[src/assert_macros.svh]
// Assertion macros for the RTL modules; wcp_emitter is the one that uses them.
// No dependencies; compiled out when ASSERT_OFF is defined.
`ifndef ASSERT_MACROS_SVH
`define ASSERT_MACROS_SVH
`ifndef ASSERT_OFF
`define ASSERT_ALWAYS(lbl, clk, rst_n, expr) \
  lbl: assert property (@(posedge clk) disable iff (!rst_n) (expr)) \
    else $error("assertion failed");
`define ASSERT_NEXT(lbl, clk, rst_n, ante, cons) \
  lbl: assert property (@(posedge clk) disable iff (!rst_n) (ante) |=> (cons)) \
    else $error("assertion failed");
`else
`define ASSERT_ALWAYS(lbl, clk, rst_n, expr)
`define ASSERT_NEXT(lbl, clk, rst_n, ante, cons)
`endif
`endif

[src/wcp_pkg.sv]
// Package for the WAV chunk parser: payload structs, codes and constants.
// No dependencies.
package wcp_pkg;

  localparam int MAX_SAMPLE_BYTES_DEF = 8;
  localparam logic [15:0] TAG_CAP_RESET = 16'd64;

  localparam logic [3:0] PH_HEADER  = 4'd0;
  localparam logic [3:0] PH_DEAD    = 4'd1;
  localparam logic [3:0] PH_CHUNK   = 4'd2;
  localparam logic [3:0] PH_SKIP    = 4'd3;
  localparam logic [3:0] PH_DATA    = 4'd4;
  localparam logic [3:0] PH_LTYPE   = 4'd5;
  localparam logic [3:0] PH_SUBHDR  = 4'd6;
  localparam logic [3:0] PH_SUBBODY = 4'd7;

  localparam logic [1:0] KIND_FORMAT = 2'd0;
  localparam logic [1:0] KIND_TAG    = 2'd1;
  localparam logic [1:0] KIND_AUDIO  = 2'd2;
  localparam logic [1:0] KIND_REJECT = 2'd3;

  localparam logic [1:0] REJ_HEADER = 2'd0;
  localparam logic [1:0] REJ_BITS   = 2'd1;
  localparam logic [1:0] REJ_NODATA = 2'd2;

  localparam logic [1:0] TAG_TITLE  = 2'd0;
  localparam logic [1:0] TAG_ARTIST = 2'd1;
  localparam logic [1:0] TAG_ALBUM  = 2'd2;

  localparam logic [31:0] ID_RIFF = 32'h4646_4952;
  localparam logic [31:0] ID_WAVE = 32'h4556_4157;
  localparam logic [31:0] ID_FMT  = 32'h2074_6D66;
  localparam logic [31:0] ID_DATA = 32'h6174_6164;
  localparam logic [31:0] ID_LIST = 32'h5453_494C;
  localparam logic [31:0] ID_INAM = 32'h4D41_4E49;
  localparam logic [31:0] ID_IART = 32'h5452_4149;
  localparam logic [31:0] ID_IPRD = 32'h4452_5049;

  localparam logic [5:0] HDR_LAST = 6'd35;

  typedef struct packed {
    logic [7:0] file_byte;
    logic       end_of_file;
  } in_t;

  typedef struct packed {
    logic [1:0]  kind;
    logic [1:0]  tag_id;
    logic [7:0]  byte_value;
    logic [15:0] channels_out;
    logic [31:0] sample_rate;
    logic [15:0] bits_per_sample;
    logic [31:0] data_size;
    logic        last;
  } out_t;

  // Result run handed from parser to emitter.
  typedef struct packed {
    logic load;
    logic burst;
    logic extra;
    out_t first;
  } run_t;

endpackage

[src/wcp_parser.sv]
// Byte-level chunk parser: header check, chunk walk, LIST tags, mono buffer.
// Depends on wcp_pkg.
module wcp_parser #(
  parameter int MAX_SAMPLE_BYTES = 8,
  parameter int BW = $clog2(MAX_SAMPLE_BYTES + 1),
  parameter int AW = (MAX_SAMPLE_BYTES > 1) ? $clog2(MAX_SAMPLE_BYTES) : 1
) (
  input  logic              clk,
  input  logic              rst_n,
  input  logic              fire,
  input  wcp_pkg::in_t      in_data,
  input  logic [15:0]       tag_cap,
  output wcp_pkg::run_t     run,
  output logic [BW-1:0]     run_bb,
  output logic [7:0]        run_bytes [MAX_SAMPLE_BYTES]
);
  import wcp_pkg::*;

  logic [3:0]  phase_r, phase_nxt;
  logic [5:0]  bcnt_r, bcnt_nxt;
  logic [31:0] id_r, id_nxt, size_r, size_nxt;
  logic [31:0] chunk_rem_r, chunk_rem_nxt, list_rem_r, list_rem_nxt;
  logic [31:0] sub_rem_r, sub_rem_nxt;
  logic [15:0] tcnt_r, tcnt_nxt, chan_r, chan_nxt, bits_r, bits_nxt;
  logic [1:0]  ctag_r, ctag_nxt;
  logic [31:0] rate_r, rate_nxt;
  logic [BW-1:0] fill_r, fill_nxt;
  logic        dseen_r, dseen_nxt, lseen_r, lseen_nxt;
  logic [7:0]  sbuf_r [MAX_SAMPLE_BYTES];

  logic [7:0]  b;
  logic [16:0] bb_wide;
  logic        bits_ok;
  logic        prim, burst, rej;
  out_t        prim_res, rej_res;
  logic        is_tag;
  logic [15:0] lim;
  logic [31:0] psize;

  assign b = in_data.file_byte;
  assign bb_wide = ({1'b0, bits_r} + 17'd7) >> 3;
  assign bits_ok = (bits_r >= 16'd8) && (bb_wide <= 17'(MAX_SAMPLE_BYTES));
  assign run_bb = bb_wide[BW-1:0];

  always_comb begin
    for (int j = 0; j < MAX_SAMPLE_BYTES; j++) begin
      run_bytes[j] = (fill_r == BW'(j)) ? b : sbuf_r[j];
    end
  end

  always_comb begin
    phase_nxt = phase_r; bcnt_nxt = bcnt_r; id_nxt = id_r; size_nxt = size_r;
    chunk_rem_nxt = chunk_rem_r; list_rem_nxt = list_rem_r; sub_rem_nxt = sub_rem_r;
    tcnt_nxt = tcnt_r; ctag_nxt = ctag_r; chan_nxt = chan_r; rate_nxt = rate_r;
    bits_nxt = bits_r; fill_nxt = fill_r; dseen_nxt = dseen_r; lseen_nxt = lseen_r;
    prim = 1'b0; burst = 1'b0; prim_res = '0; rej = 1'b0; rej_res = '0;
    is_tag = 1'b0; lim = tag_cap - 16'd1; psize = '0;
    case (phase_r)
      PH_HEADER: begin
        id_nxt = {b, id_r[31:8]};
        case (bcnt_r)
          6'd22: chan_nxt[7:0] = b;
          6'd23: chan_nxt[15:8] = b;
          6'd24: rate_nxt[7:0] = b;
          6'd25: rate_nxt[15:8] = b;
          6'd26: rate_nxt[23:16] = b;
          6'd27: rate_nxt[31:24] = b;
          6'd34: bits_nxt[7:0] = b;
          6'd35: bits_nxt[15:8] = b;
          default: ;
        endcase
        if ((bcnt_r == 6'd3 && id_nxt != ID_RIFF) || (bcnt_r == 6'd11 && id_nxt != ID_WAVE)
            || (bcnt_r == 6'd15 && id_nxt != ID_FMT)) begin
          prim = 1'b1;
          prim_res.kind = KIND_REJECT;
          prim_res.tag_id = REJ_HEADER;
          phase_nxt = PH_DEAD;
        end else if (bcnt_r >= HDR_LAST) begin
          phase_nxt = PH_CHUNK;
          bcnt_nxt = '0;
        end else begin
          bcnt_nxt = bcnt_r + 6'd1;
        end
      end
      PH_CHUNK: begin
        if (bcnt_r < 6'd4) id_nxt = {b, id_r[31:8]};
        else size_nxt = {b, size_r[31:8]};
        if (bcnt_r >= 6'd7) begin
          bcnt_nxt = '0;
          if (id_r == ID_DATA && !dseen_r) begin
            dseen_nxt = 1'b1;
            chunk_rem_nxt = size_nxt;
            fill_nxt = '0;
            prim = 1'b1;
            if (bits_ok) begin
              prim_res.kind = KIND_FORMAT;
              prim_res.channels_out = (chan_r == 16'd1) ? 16'd2 : chan_r;
              prim_res.sample_rate = rate_r;
              prim_res.bits_per_sample = bits_r;
              prim_res.data_size = size_nxt;
              phase_nxt = (size_nxt != 0) ? PH_DATA : PH_CHUNK;
            end else begin
              prim_res.kind = KIND_REJECT;
              prim_res.tag_id = REJ_BITS;
              phase_nxt = (size_nxt != 0) ? PH_SKIP : PH_CHUNK;
            end
          end else if (id_r == ID_LIST && (!dseen_r || !lseen_r)) begin
            lseen_nxt = 1'b1;
            list_rem_nxt = size_nxt;
            phase_nxt = (size_nxt != 0) ? PH_LTYPE : PH_CHUNK;
          end else begin
            chunk_rem_nxt = size_nxt;
            phase_nxt = (size_nxt != 0) ? PH_SKIP : PH_CHUNK;
          end
        end else begin
          bcnt_nxt = bcnt_r + 6'd1;
        end
      end
      PH_SKIP: begin
        chunk_rem_nxt = chunk_rem_r - 32'd1;
        if (chunk_rem_nxt == 0) begin
          phase_nxt = PH_CHUNK;
          bcnt_nxt = '0;
        end
      end
      PH_DATA: begin
        if (chan_r == 16'd1) begin
          fill_nxt = fill_r + BW'(1);
          if (17'(fill_nxt) >= bb_wide) begin
            burst = 1'b1;
            fill_nxt = '0;
          end
        end else begin
          prim = 1'b1;
          prim_res.kind = KIND_AUDIO;
          prim_res.byte_value = b;
        end
        chunk_rem_nxt = chunk_rem_r - 32'd1;
        if (chunk_rem_nxt == 0) begin
          phase_nxt = PH_CHUNK;
          bcnt_nxt = '0;
          fill_nxt = '0;
        end
      end
      PH_LTYPE: begin
        list_rem_nxt = list_rem_r - 32'd1;
        bcnt_nxt = bcnt_r + 6'd1;
        if (list_rem_nxt == 0) begin
          phase_nxt = PH_CHUNK;
          bcnt_nxt = '0;
        end else if (bcnt_nxt >= 6'd4) begin
          phase_nxt = PH_SUBHDR;
          bcnt_nxt = '0;
        end
      end
      PH_SUBHDR: begin
        if (bcnt_r < 6'd4) id_nxt = {b, id_r[31:8]};
        else size_nxt = {b, size_r[31:8]};
        list_rem_nxt = list_rem_r - 32'd1;
        if (bcnt_r >= 6'd7) begin
          bcnt_nxt = '0;
          is_tag = 1'b1;
          if (id_r == ID_INAM) ctag_nxt = TAG_TITLE;
          else if (id_r == ID_IART) ctag_nxt = TAG_ARTIST;
          else if (id_r == ID_IPRD) ctag_nxt = TAG_ALBUM;
          else begin
            is_tag = 1'b0;
            ctag_nxt = TAG_TITLE;
          end
          tcnt_nxt = '0;
          if (is_tag && tag_cap != 16'd0) begin
            tcnt_nxt = (size_nxt > 32'(lim)) ? lim : size_nxt[15:0];
          end
          psize = size_nxt;
          if (size_nxt[0] && size_nxt != 32'hFFFF_FFFF) psize = size_nxt + 32'd1;
          sub_rem_nxt = psize;
          if (list_rem_nxt == 0) phase_nxt = PH_CHUNK;
          else if (psize == 0) phase_nxt = PH_SUBHDR;
          else phase_nxt = PH_SUBBODY;
        end else if (list_rem_nxt == 0) begin
          phase_nxt = PH_CHUNK;
          bcnt_nxt = '0;
        end else begin
          bcnt_nxt = bcnt_r + 6'd1;
        end
      end
      PH_SUBBODY: begin
        if (tcnt_r != 16'd0) begin
          prim = 1'b1;
          prim_res.kind = KIND_TAG;
          prim_res.tag_id = ctag_r;
          prim_res.byte_value = b;
          tcnt_nxt = tcnt_r - 16'd1;
        end
        sub_rem_nxt = sub_rem_r - 32'd1;
        list_rem_nxt = list_rem_r - 32'd1;
        if (list_rem_nxt == 0) begin
          phase_nxt = PH_CHUNK;
          bcnt_nxt = '0;
        end else if (sub_rem_nxt == 0) begin
          phase_nxt = PH_SUBHDR;
          bcnt_nxt = '0;
        end
      end
      default: ;
    endcase

    if (in_data.end_of_file) begin
      rej_res.kind = KIND_REJECT;
      if (phase_nxt == PH_HEADER) begin
        rej = 1'b1;
        rej_res.tag_id = REJ_HEADER;
      end else if (phase_nxt != PH_DEAD && phase_nxt <= PH_SUBBODY && !dseen_nxt) begin
        rej = 1'b1;
        rej_res.tag_id = REJ_NODATA;
      end
      phase_nxt = PH_HEADER; bcnt_nxt = '0; id_nxt = '0; size_nxt = '0;
      chunk_rem_nxt = '0; list_rem_nxt = '0; sub_rem_nxt = '0; tcnt_nxt = '0;
      ctag_nxt = '0; chan_nxt = '0; rate_nxt = '0; bits_nxt = '0; fill_nxt = '0;
      dseen_nxt = 1'b0; lseen_nxt = 1'b0;
    end

    run.load  = prim || burst || rej;
    run.burst = burst;
    run.extra = prim && rej;
    run.first = prim ? prim_res : rej_res;
  end

  always_ff @(posedge clk) begin
    if (!rst_n) begin
      phase_r <= PH_HEADER; bcnt_r <= '0; id_r <= '0; size_r <= '0;
      chunk_rem_r <= '0; list_rem_r <= '0; sub_rem_r <= '0; tcnt_r <= '0;
      ctag_r <= '0; chan_r <= '0; rate_r <= '0; bits_r <= '0; fill_r <= '0;
      dseen_r <= 1'b0; lseen_r <= 1'b0;
    end else if (fire) begin
      phase_r <= phase_nxt; bcnt_r <= bcnt_nxt; id_r <= id_nxt; size_r <= size_nxt;
      chunk_rem_r <= chunk_rem_nxt; list_rem_r <= list_rem_nxt;
      sub_rem_r <= sub_rem_nxt; tcnt_r <= tcnt_nxt; ctag_r <= ctag_nxt;
      chan_r <= chan_nxt; rate_r <= rate_nxt; bits_r <= bits_nxt;
      fill_r <= fill_nxt; dseen_r <= dseen_nxt; lseen_r <= lseen_nxt;
    end
  end

  always_ff @(posedge clk) begin
    if (fire && phase_r == PH_DATA && chan_r == 16'd1) begin
      sbuf_r[fill_r[AW-1:0]] <= b;
    end
  end

endmodule

[src/wcp_emitter.sv]
// Result sequencer: holds one run and delivers it one transaction per cycle while out_ready is high.
// Depends on wcp_pkg and assert_macros.svh.
`include "assert_macros.svh"
module wcp_emitter #(
  parameter int MAX_SAMPLE_BYTES = 8,
  parameter int BW = $clog2(MAX_SAMPLE_BYTES + 1),
  parameter int IW = $clog2(2 * MAX_SAMPLE_BYTES),
  parameter int AW = (MAX_SAMPLE_BYTES > 1) ? $clog2(MAX_SAMPLE_BYTES) : 1
) (
  input  logic              clk,
  input  logic              rst_n,
  input  logic              load,
  input  wcp_pkg::run_t     run,
  input  logic [BW-1:0]     run_bb,
  input  logic [7:0]        run_bytes [MAX_SAMPLE_BYTES],
  output logic              take_ready,
  output logic              out_valid,
  input  logic              out_ready,
  output wcp_pkg::out_t     out_data
);
  import wcp_pkg::*;

  logic          busy_r, burst_r, extra_r, first_r;
  out_t          res_r;
  logic [BW-1:0] bb_r;
  logic [IW-1:0] idx_r;
  logic [7:0]    buf_r [MAX_SAMPLE_BYTES];
  logic [IW:0]   idx_x, bb_x, k;
  logic          is_last;

  assign idx_x = {1'b0, idx_r};
  assign bb_x  = (IW + 1)'(bb_r);
  assign k     = (idx_x < bb_x) ? idx_x : idx_x - bb_x;
  assign is_last = burst_r ? (idx_x == (bb_x << 1) - (IW + 1)'(1))
                           : (first_r ? !extra_r : 1'b1);
  assign out_valid  = busy_r;
  assign take_ready = !busy_r || (out_ready && is_last);

  always_comb begin
    out_data = '0;
    if (burst_r) begin
      out_data.kind = KIND_AUDIO;
      out_data.byte_value = buf_r[k[AW-1:0]];
    end else if (first_r) begin
      out_data = res_r;
    end else begin
      out_data.kind = KIND_REJECT;
      out_data.tag_id = REJ_NODATA;
    end
    out_data.last = is_last;
  end

  always_ff @(posedge clk) begin
    if (!rst_n) begin
      busy_r <= 1'b0; burst_r <= 1'b0; extra_r <= 1'b0; first_r <= 1'b0;
      idx_r <= '0;
    end else if (load) begin
      busy_r <= 1'b1; burst_r <= run.burst; extra_r <= run.extra;
      first_r <= !run.burst; idx_r <= '0;
    end else if (busy_r && out_ready) begin
      if (is_last) busy_r <= 1'b0;
      else if (burst_r) idx_r <= idx_r + IW'(1);
      else first_r <= 1'b0;
    end
  end

  always_ff @(posedge clk) begin
    if (load) begin
      res_r <= run.first;
      bb_r  <= run_bb;
      for (int j = 0; j < MAX_SAMPLE_BYTES; j++) buf_r[j] <= run_bytes[j];
    end
  end

  `ASSERT_ALWAYS(a_load_free, clk, rst_n, !load || take_ready)
  `ASSERT_ALWAYS(a_burst_bb, clk, rst_n, !(busy_r && burst_r) || (bb_r != '0))
  `ASSERT_ALWAYS(a_idx_range, clk, rst_n, !(busy_r && burst_r) || (idx_x < (bb_x << 1)))
  `ASSERT_NEXT(a_hold, clk, rst_n, busy_r && !out_ready, busy_r && $stable(idx_r))
endmodule

[src/wav_chunk_parser_mono_to_stereo.sv]
// Top level of the WAV chunk parser with mono-to-stereo expansion.
// Depends on wcp_pkg, wcp_parser and wcp_emitter.
//
//  channel | ports                         | carries
//  in      | in_valid/in_ready/in_data     | one file byte + end flag
//  out     | out_valid/out_ready/out_data  | one result, last marks end of run
//  cfg     | cfg_valid/cfg_ready/cfg_data  | tag_capacity
//
// A byte is parsed as accepted; results leave one per cycle while out_ready is high.
// A byte with results holds the input until its run is delivered; one with none does not.
// The last byte of a mono sample releases the whole sample twice, as one run.
// The next byte is taken in the cycle the final result of a run is taken.
// Synchronous active-low reset; no clearing pass. cfg_ready is always high.
module wav_chunk_parser_mono_to_stereo #(
  parameter int MAX_SAMPLE_BYTES = wcp_pkg::MAX_SAMPLE_BYTES_DEF
) (
  input  logic          clk,
  input  logic          rst_n,
  input  logic          in_valid,
  output logic          in_ready,
  input  wcp_pkg::in_t  in_data,
  output logic          out_valid,
  input  logic          out_ready,
  output wcp_pkg::out_t out_data,
  input  logic          cfg_valid,
  output logic          cfg_ready,
  input  logic [15:0]   cfg_data
);
  import wcp_pkg::*;

  localparam int BW = $clog2(MAX_SAMPLE_BYTES + 1);

  logic [15:0]   tag_cap_r;
  logic          fire;
  run_t          run;
  logic [BW-1:0] run_bb;
  logic [7:0]    run_bytes [MAX_SAMPLE_BYTES];
  logic          take_ready;

  assign cfg_ready = 1'b1;
  assign in_ready  = take_ready;
  assign fire      = in_valid && take_ready;

  always_ff @(posedge clk) begin
    if (!rst_n) tag_cap_r <= TAG_CAP_RESET;
    else if (cfg_valid) tag_cap_r <= cfg_data;
  end

  wcp_parser #(.MAX_SAMPLE_BYTES(MAX_SAMPLE_BYTES)) u_parser (
    .clk(clk), .rst_n(rst_n), .fire(fire), .in_data(in_data), .tag_cap(tag_cap_r),
    .run(run), .run_bb(run_bb), .run_bytes(run_bytes)
  );

  wcp_emitter #(.MAX_SAMPLE_BYTES(MAX_SAMPLE_BYTES)) u_emitter (
    .clk(clk), .rst_n(rst_n), .load(fire && run.load), .run(run), .run_bb(run_bb),
    .run_bytes(run_bytes), .take_ready(take_ready), .out_valid(out_valid),
    .out_ready(out_ready), .out_data(out_data)
  );

endmodule

[config.mk]
export PLATFORM = sky130hd
export DESIGN_NAME = wav_chunk_parser_mono_to_stereo
export DESIGN_NICKNAME = d
export VERILOG_FILES = /design/src/wcp_pkg.sv /design/src/wcp_parser.sv /design/src/wcp_emitter.sv /design/src/wav_chunk_parser_mono_to_stereo.sv
export VERILOG_INCLUDE_DIRS = /design/src /design/src/src
export SDC_FILE = /design/constraint.sdc
export NUM_CORES = 1
export LEC_CHECK = 0
export CORE_MARGIN = 1
export CORE_UTILIZATION = 60
export CTS_CLUSTER_SIZE = 12
export DETAILED_ROUTE_END_ITERATION = 8
export DONT_BUFFER_PORTS = 1
export PLACE_DENSITY = 0.86
export SKIP_CTS_REPAIR_TIMING = 1
export SLEW_MARGIN = 40
export SYNTH_ARGS = -nofsm -noshare
export SYNTH_HDL_FRONTEND = slang
export SYNTH_SLANG_ARGS = --single-unit
[constraint.sdc]
create_clock -name clk -period 11.3 [get_ports clk]
set_clock_uncertainty 0.1 [all_clocks]
set_input_delay 1.13 -clock clk [delete_from_list [all_inputs] [get_ports clk]]
set_output_delay 1.13 -clock clk [all_outputs]
set_load 0.05 [all_outputs]
==> impl_summary.md, run 1 <==
Timing
The final number of setup-violating endpoints is 0. Setup repair after global routing left no endpoint under its margin. The final critical path time including I/O delays and setup is a little over 7 ns. Derived from the worst setup path, the maximum achievable clock frequency is 0.138 GHz. The final-report max-slew violation count is 0. At the pin with the least slew margin, the transition time is roughly 0.94 ns.

The summed negative setup slack over all endpoints is 0 ns. The number of hold violations in the final report was 0. The final critical-path setup slack is roughly 4 ns. The post-route clock period utilization is 64.0%.

The worst relative slew slack is 35.2%.

Setup path
The worst setup path is launched from a register. The category of cells accounting for the largest share of critical-path delay is simple AND/OR/NAND/NOR gates. The highest net fanout along the worst path is 93. The critical setup path kind is reg -> reg.

On the critical path, the stage with the largest delay is an instance of or4_2. The worst setup path is captured at a register. The biggest cell delay along the critical path is between 0.9 and 1 ns. The data arrival time of the critical path is approximately 7.4 ns.

Counting stages on the worst path, the most repeated cell is or4_1. The required time at the worst-slack endpoint is 11.44 ns. The critical path goes through or4_2 > a21oi_1 > clkinv_1 > ha_1 > and3_1 > o21ai_1 > o311ai_2 > nor3_2 > mux2i_1 > or4_1 > or4_1 > a21oi_2 > a211oi_4 > inv_6 > clkbuf_8. The critical path buffer and inverter count is 3.

Finish
Leaving out fill and tap cells, the most frequent cells in the layout are dfxtp_1 (282), nor2_1 (248), and2_1 (243). The final instance area is roughly 32000 um2. The fraction of final layout cells with drive strength greater than 1 is 9.37%. Compared with the post-synthesis result, the final layout area differs by 7.24%. The library cell used most frequently in the layout, excluding fill and tap cells, is dfxtp_1. After filler insertion, the fill cell instance count of the layout stands at roughly 3700. The number of nets in the layout is approximately 3200. The non-filler instance count after layout is 3763.

Detailed routing
The routed layout has about 25000 vias. Wire segments on met2 add up to 41.7 mm in the final route. In the routed design, unresolved DRC markers number 0. The number of iterations in the first detailed-routing pass is 9.

The met3 layer wire length in the routed design is 8.96 mm. The number of nets with antenna violations after detailed routing is 0. The routed wire length is about 91 mm.

The top metal layer carrying routed signals is met5. In this run, the number of DRC markers left after iteration 0 of detailed routing was 3289. The via-per-instance ratio is approximately 6.8. The detailed-route wire length on metal 1 is 36.1 mm. Dividing the detail-routed wire length by the instance count gives between 20 and 25 um.

Clock network
In this run the number of H-tree levels came out at 2. In this run the clock root is driven by a clkbuf_16. After clock tree synthesis, the clock-pin slew on the worst setup and hold paths is 0.06 ns. TritonCTS built the clock tree. The number of clock buffers added by TritonCTS is between 50 and 60. The sink count of the clock tree is ~520. The buffer depth of the longest clock path is 3.

The clock latency reported for the late side of the worst-skew pair is 0.63 ns.

Hold path
The min-delay analysis places its worst path in the category reg -> reg.

Floorplanning
The die footprint is 50000 um2. After floorplanning, the core was divided into 80 placement rows. The floorplan die height is approximately 220 um. The die is 224 um wide. The initial standard-cell utilization of the core is 61.3%. The number of top-level design ports is 142.

After floorplanning, the core was sized to cover 48000 um2.

Power and ir drop
The share of total power consumed by net switching is 26.0%. The design internal power is 3.12 mW. The reported leakage power is 10.9 nW. Sequential cells account for 49.4% of the total power. The maximum resistive drop on vdd is 0.114 mV. The clock network is responsible for 41.0% of the overall power.

The net switching component of the power is 1.10 mW. The power per cell area is 134 nW/um2. The portion of total power attributed to combinational logic is 9.7%.

Status
The flow ran to the end, and the final reports show no timing, DRC or antenna violations.

Yosys
The count of flip-flops with a built-in enable after synthesis is 240. Counting flops with an async set or reset pin after synthesis yields a share of 0%. The synthesized netlist occupies a cell area of around 29000 um2. After synthesis, flip-flops and latches occupy between 40% and 50% of the total area. After technology mapping, the gate count stands at 3231.

The number of storage elements in the synthesis netlist is 522. The number of distinct library cells after synthesis is 95. After synthesis, the mean cell area works out to 9.12 um2. The most used flip-flop cell after synthesis is dfxtp_1. The total of warnings raised by yosys is 0.

Placement
The routability congestion estimate is 0.996. OpenSTA, run right after detailed placement, puts the worst setup slack at 4.24 ns. The area of placed instances is 29900 um2.

Port buffering added 0 buffers. The number of placed instances, taps included, is 3661. The placed wire-length estimate after detailed placement is 61.5 mm.

Global route
The number of antenna violations at the first check in global routing came to 2. The total routing resource utilization after global routing is 35.4%. The via count of the first global-routing pass is around 23000.

The first global-routing pass estimated roughly 140 mm of wire. Entering global routing, the biggest net connects 289 pins. The overflow left after global routing is 0.

Flow run
Across the run, the number of max-cap violations was 0.
## stage by stage
| stage | power [mW] | util, % | hold WS (ns) |
|---|---|---|---|
| finish | 4.22 | 65.8 | 0.390 |
| global route | 4.33 | 65.8 | 0.416 |
| CTS | 4.23 | 65.7 | 0.392 |
| detailed placement | 2.52 | 62.2 | 0.382 |
| global placement | 2.51 | 62.0 | 0.363 |
| floorplan | 2.46 | - | 0.337 |
## tightest hold or removal path: cells and delay by family, from the launching register on
kind / cells / cell delay [ns]
flops: 1 / 0.33
compound gates: 1 / 0.06
simple gates: 1 / 0.05
## sequential cells by signal, indices dropped and copies added, names as in the netlist, 2 cells and up
name	count
u_emitter.res_r	108
u_emitter.buf_r	64
u_parser.sbuf_r	64
u_parser.chunk_rem_r	32
u_parser.id_r	32
u_parser.list_rem_r	32
u_parser.rate_r	32
u_parser.size_r	32
u_parser.sub_rem_r	32
tag_cap_r	16
u_parser.bits_r	16
u_parser.chan_r	16
u_parser.tcnt_r	16
u_parser.bcnt_r	6
u_emitter.bb_r	4
u_emitter.idx_r	4
u_parser.fill_r	4
u_parser.phase_r	4
u_parser.ctag_r	2
## Yosys cell counts, types with 64 or more instances
cell type	instances	area share, %
a21boi_0	68	1.7
a21oi_1	114	1.9
a22oi_1	77	2.0
and2_1	243	5.2
clkbuf_1	217	2.8
dfxtp_1	282	19
edfxtp_1	240	24
mux2_2	82	3.1
nand2_1	226	2.9
nand3_1	90	1.5
nor2_1	252	3.2
nor2b_1	141	3.0
nor3_1	129	2.2
nor4_1	64	1.4
o21ai_0	223	3.8
xnor2_1	72	2.1
## metal layers
layer	vias to the layer above	track usage [%]
li1	11384	-
met1	12186	46.8
met2	1543	56.9
met3	290	6.68
met4	2	15.3
met5	-	0
## power by group through the flow
stage               clock [mW]  combinational (mW)  sequential (mW)
floorplan                    0               0.348             2.12
global placement             0               0.389             2.12
detailed placement           0               0.400             2.12
CTS                       1.74               0.403             2.08
global route              1.81               0.430             2.09
finish                    1.73               0.409             2.08
## worst paths after layout
path / start / end / slack [ns] / cells after the start
max: u_parser.bcnt_r[3] / u_emitter.res_r[91] / 4.07 / 15
max reg2reg: u_parser.bcnt_r[3] / u_emitter.res_r[91] / 4.07 / 15
min reg2reg: u_parser.list_rem_r[21] / u_parser.list_rem_r[21] / 0.39 / 2
min: u_parser.list_rem_r[21] / u_parser.list_rem_r[21] / 0.39 / 2
## cell families (layout without fill, tap and decap cells)
logic type,after synthesis,count (layout),synth area share (%)
xor gates and xnor gates,106,106,3.15
buffers and inverters,305,213,4.00
and+or+nand+nor,1405,1405,25.8
DFF,522,522,43.6
other,2,11,0.0255
muxes,161,161,6.50
AOI/OAI and AO/OA,686,686,15.0
adders and majority gates,44,44,1.89
## final cells by class
type,instances,area [um2],area share (%)
Antenna cell,1,2.50,0.00792
Timing Repair Buffer,53,408,1.29
Clock inverter,11,88.8,0.281
Tap cell,615,769,2.43
Inverter,60,230,0.729
Sequential cell,522,12900,40.7
Multi-Input combinational cell,2412,15600,49.5
Clock buffer,89,1610,5.08
(Power assumes the default switching activity.)
==> run 2: changes to the inputs <==
==> constraint.sdc (replaced) <==
create_clock -name clk -period 6.9 [get_ports clk]
set_clock_uncertainty 0.1 [all_clocks]
set_input_delay 0.69 -clock clk [delete_from_list [all_inputs] [get_ports clk]]
set_output_delay 0.69 -clock clk [all_outputs]
set_load 0.05 [all_outputs]
==> impl_summary.md, run 2 (synthesized netlist as in run 1, its figures left out) <==
Detailed routing
The initial detailed-routing violation count is 3257. The routed wire length is 92.0 mm. The detailed-route via count is 25461. The detail-routed net length per standard cell is 24.4 um. After detailed routing, the number of vias per cell comes to 6.75. In the routed design, unresolved DRC markers number 0. The number of iterations in the first detailed-routing pass is 6. The number of nets with antenna violations after detailed routing is 0.

Power and ir drop
The total design power is 6.93 mW. For this design the static power due to leakage is about 11 nW. The power per cell area is approximately 220 nW/um2. Across the VDD grid, the largest voltage drop is 0.230 mV.

Floorplanning
The core box area is between 40000 and 50000 um2. In this run the count of I/O pins placed on the die edge is 142. The initial standard-cell utilization of the core is 61.3%. The die is 224 um wide. The die is 224 um tall. The floorplan has 80 rows. The die covers between 50000 and 60000 um2.

Finish
The layout-stage area growth over the synthesis result is 7.86%. The number of inserted filler cells in the final layout is 3661. The register bank with the most flops is u_emitter.res_r. The fraction of final layout cells with drive strength greater than 1 is 9.75%.

The sequential cells in the finished layout cover a total of 12900 um2. Leaving out fill and tap cells, the most frequent cell in the layout is dfxtp_1. In the layout the commonest cells are dfxtp_1 (282), nor2_1 (250), and2_1 (243). The area of the multi-input gates is 15700 um2. The number of flip-flops under the largest register name is between 100 and 150. The number of nets in the layout is approximately 3200.

Clock network
Counting the buffers created by CTS gives 54. TritonCTS built the clock tree. The clock root buffer is clkbuf_16. Clock-pin slew was measured on the worst setup and hold paths at 0.07 ns. The number of levels the H-tree was split into is 2. The clock latency reported for the late side of the worst-skew pair is 0.64 ns. Counting along the longest clock path gives a buffer depth of 3. The sink count of the clock tree is 522.

Hold path
The min-delay analysis places its worst path in the category in -> reg.

Placement
The routability congestion estimate is 0.980. Detailed placement ended at an HPWL of 62.1 mm. The count of port buffers added during placement is 0. Before CTS, the worst setup slack after placement is between 0.9 and 1 ns.

Timing
The final critical-path setup slack is 0.759 ns. The final number of setup-violating endpoints is 0. At the pin with the least slew margin, the transition time is 0.865 ns. The final-report max-slew violation count is 0. The final critical path time including I/O delays and setup is 6.14 ns. The worst relative slew slack is 42.3%. Derived from the worst setup path, the maximum achievable clock frequency is about 0.16 GHz. Setup repair after global routing left no endpoint under its margin.

Summed over all failing endpoints, the final setup total negative slack is 0 ns. The number of hold violations in the final report is 0. After layout, the worst path uses 89.0% of the clock period.

Setup path
The highest net fanout along the worst path is 61. The nature of the critical path startpoint is a register. The critical path capture point type is a register.

The critical path is of the reg -> reg type. Data on the critical path arrives at its endpoint at 6.34 ns. The required time at the worst-slack endpoint is approximately 7.1 ns.

Global route
The number of antenna violations at the first check in global routing is 1. The via count of the first global-routing pass was about 24000. The total overflow left after global routing is 0. The total routing resource utilization after global routing is 36.0%. Entering global routing, the biggest net connects 289 pins. The first global-routing pass estimated between 100 and 150 mm of wire.

Flow run
The tool flagged a number of max-cap violations equal to 0.

Status
The run finished with clean final reports.
==> run 2: changes by cell type in the layout (fill, tap and decap cells not counted), sizes merged <==
cell | previous run | this run
clkinvlp | 3 | 2
clkinv | 7 | 15
buf | 52 | 63
inv | 61 | 58
clkbuf | 90 | 86
==> run 2: routing by layer <==
layer	part of all wire [%]	track usage (%)
met5	0	0
met3	9.9	6.28
met1	40	48.2
met2	46	58.0
met4	4.2	14.7
==> run 2: worst paths after layout <==
kind / startpoint / endpoint / slack [ns] / cells after the start
setup reg to reg: u_parser.bcnt_r[2] / u_emitter.res_r[68] / 0.76 / 17
setup / recovery: u_parser.bcnt_r[2] / u_emitter.res_r[68] / 0.76 / 17
hold reg to reg: u_parser.list_rem_r[21] / u_parser.list_rem_r[21] / 0.40 / 2
hold / removal: in_data[7] / u_parser.sbuf_r[6][6] / 0.05 / 0
==> run 2: layout make-up <==
type | count | area share, %
multi-input cells | 2412 | 49.3
clock buffers | 86 | 4.95
repair buffers | 63 | 1.69
clock inverters | 15 | 0.433
flip-flops and latches | 522 | 40.4
well taps | 615 | 2.42
diodes | 1 | 0.00787
inverters | 60 | 0.720
==> run 2: power by group <==
part / internal (mW) / switching (mW)
logic: 0.175 / 0.501
clock network: 1.57 / 1.27
registers: 3.36 / 0.0581
==> run 2: critical path, cell delays in order (launching register included) <==
cell        delay, ns
dfxtp_1          0.46
or4_2            0.96
nor2_1           0.17
a21oi_1          0.07
clkinv_1         0.07
buf_4            0.20
ha_4             0.21
and3_4           0.22
o21ai_4          0.10
o311ai_2         0.54
nor3_2           0.11
mux2i_1          0.14
or4_1            0.54
or4_1            0.61
a21oi_2          0.29
a211oi_4         0.15
clkinvlp_4       0.46
buf_12           0.35
==> run 2: through the flow <==
stage          cell area, um2  cells  hold slack, ns  util (%)
2_1_floorplan           29600   3239           0.337         -
4_1_cts                 31800   3773          0.0305      66.1
3_3_place_gp            30000   3670           0.354      62.4
6_report                31800   3774          0.0469      66.2
3_5_place_dp            30100   3672           0.369      62.6
5_1_grt                 31800   3773          0.0404      66.1
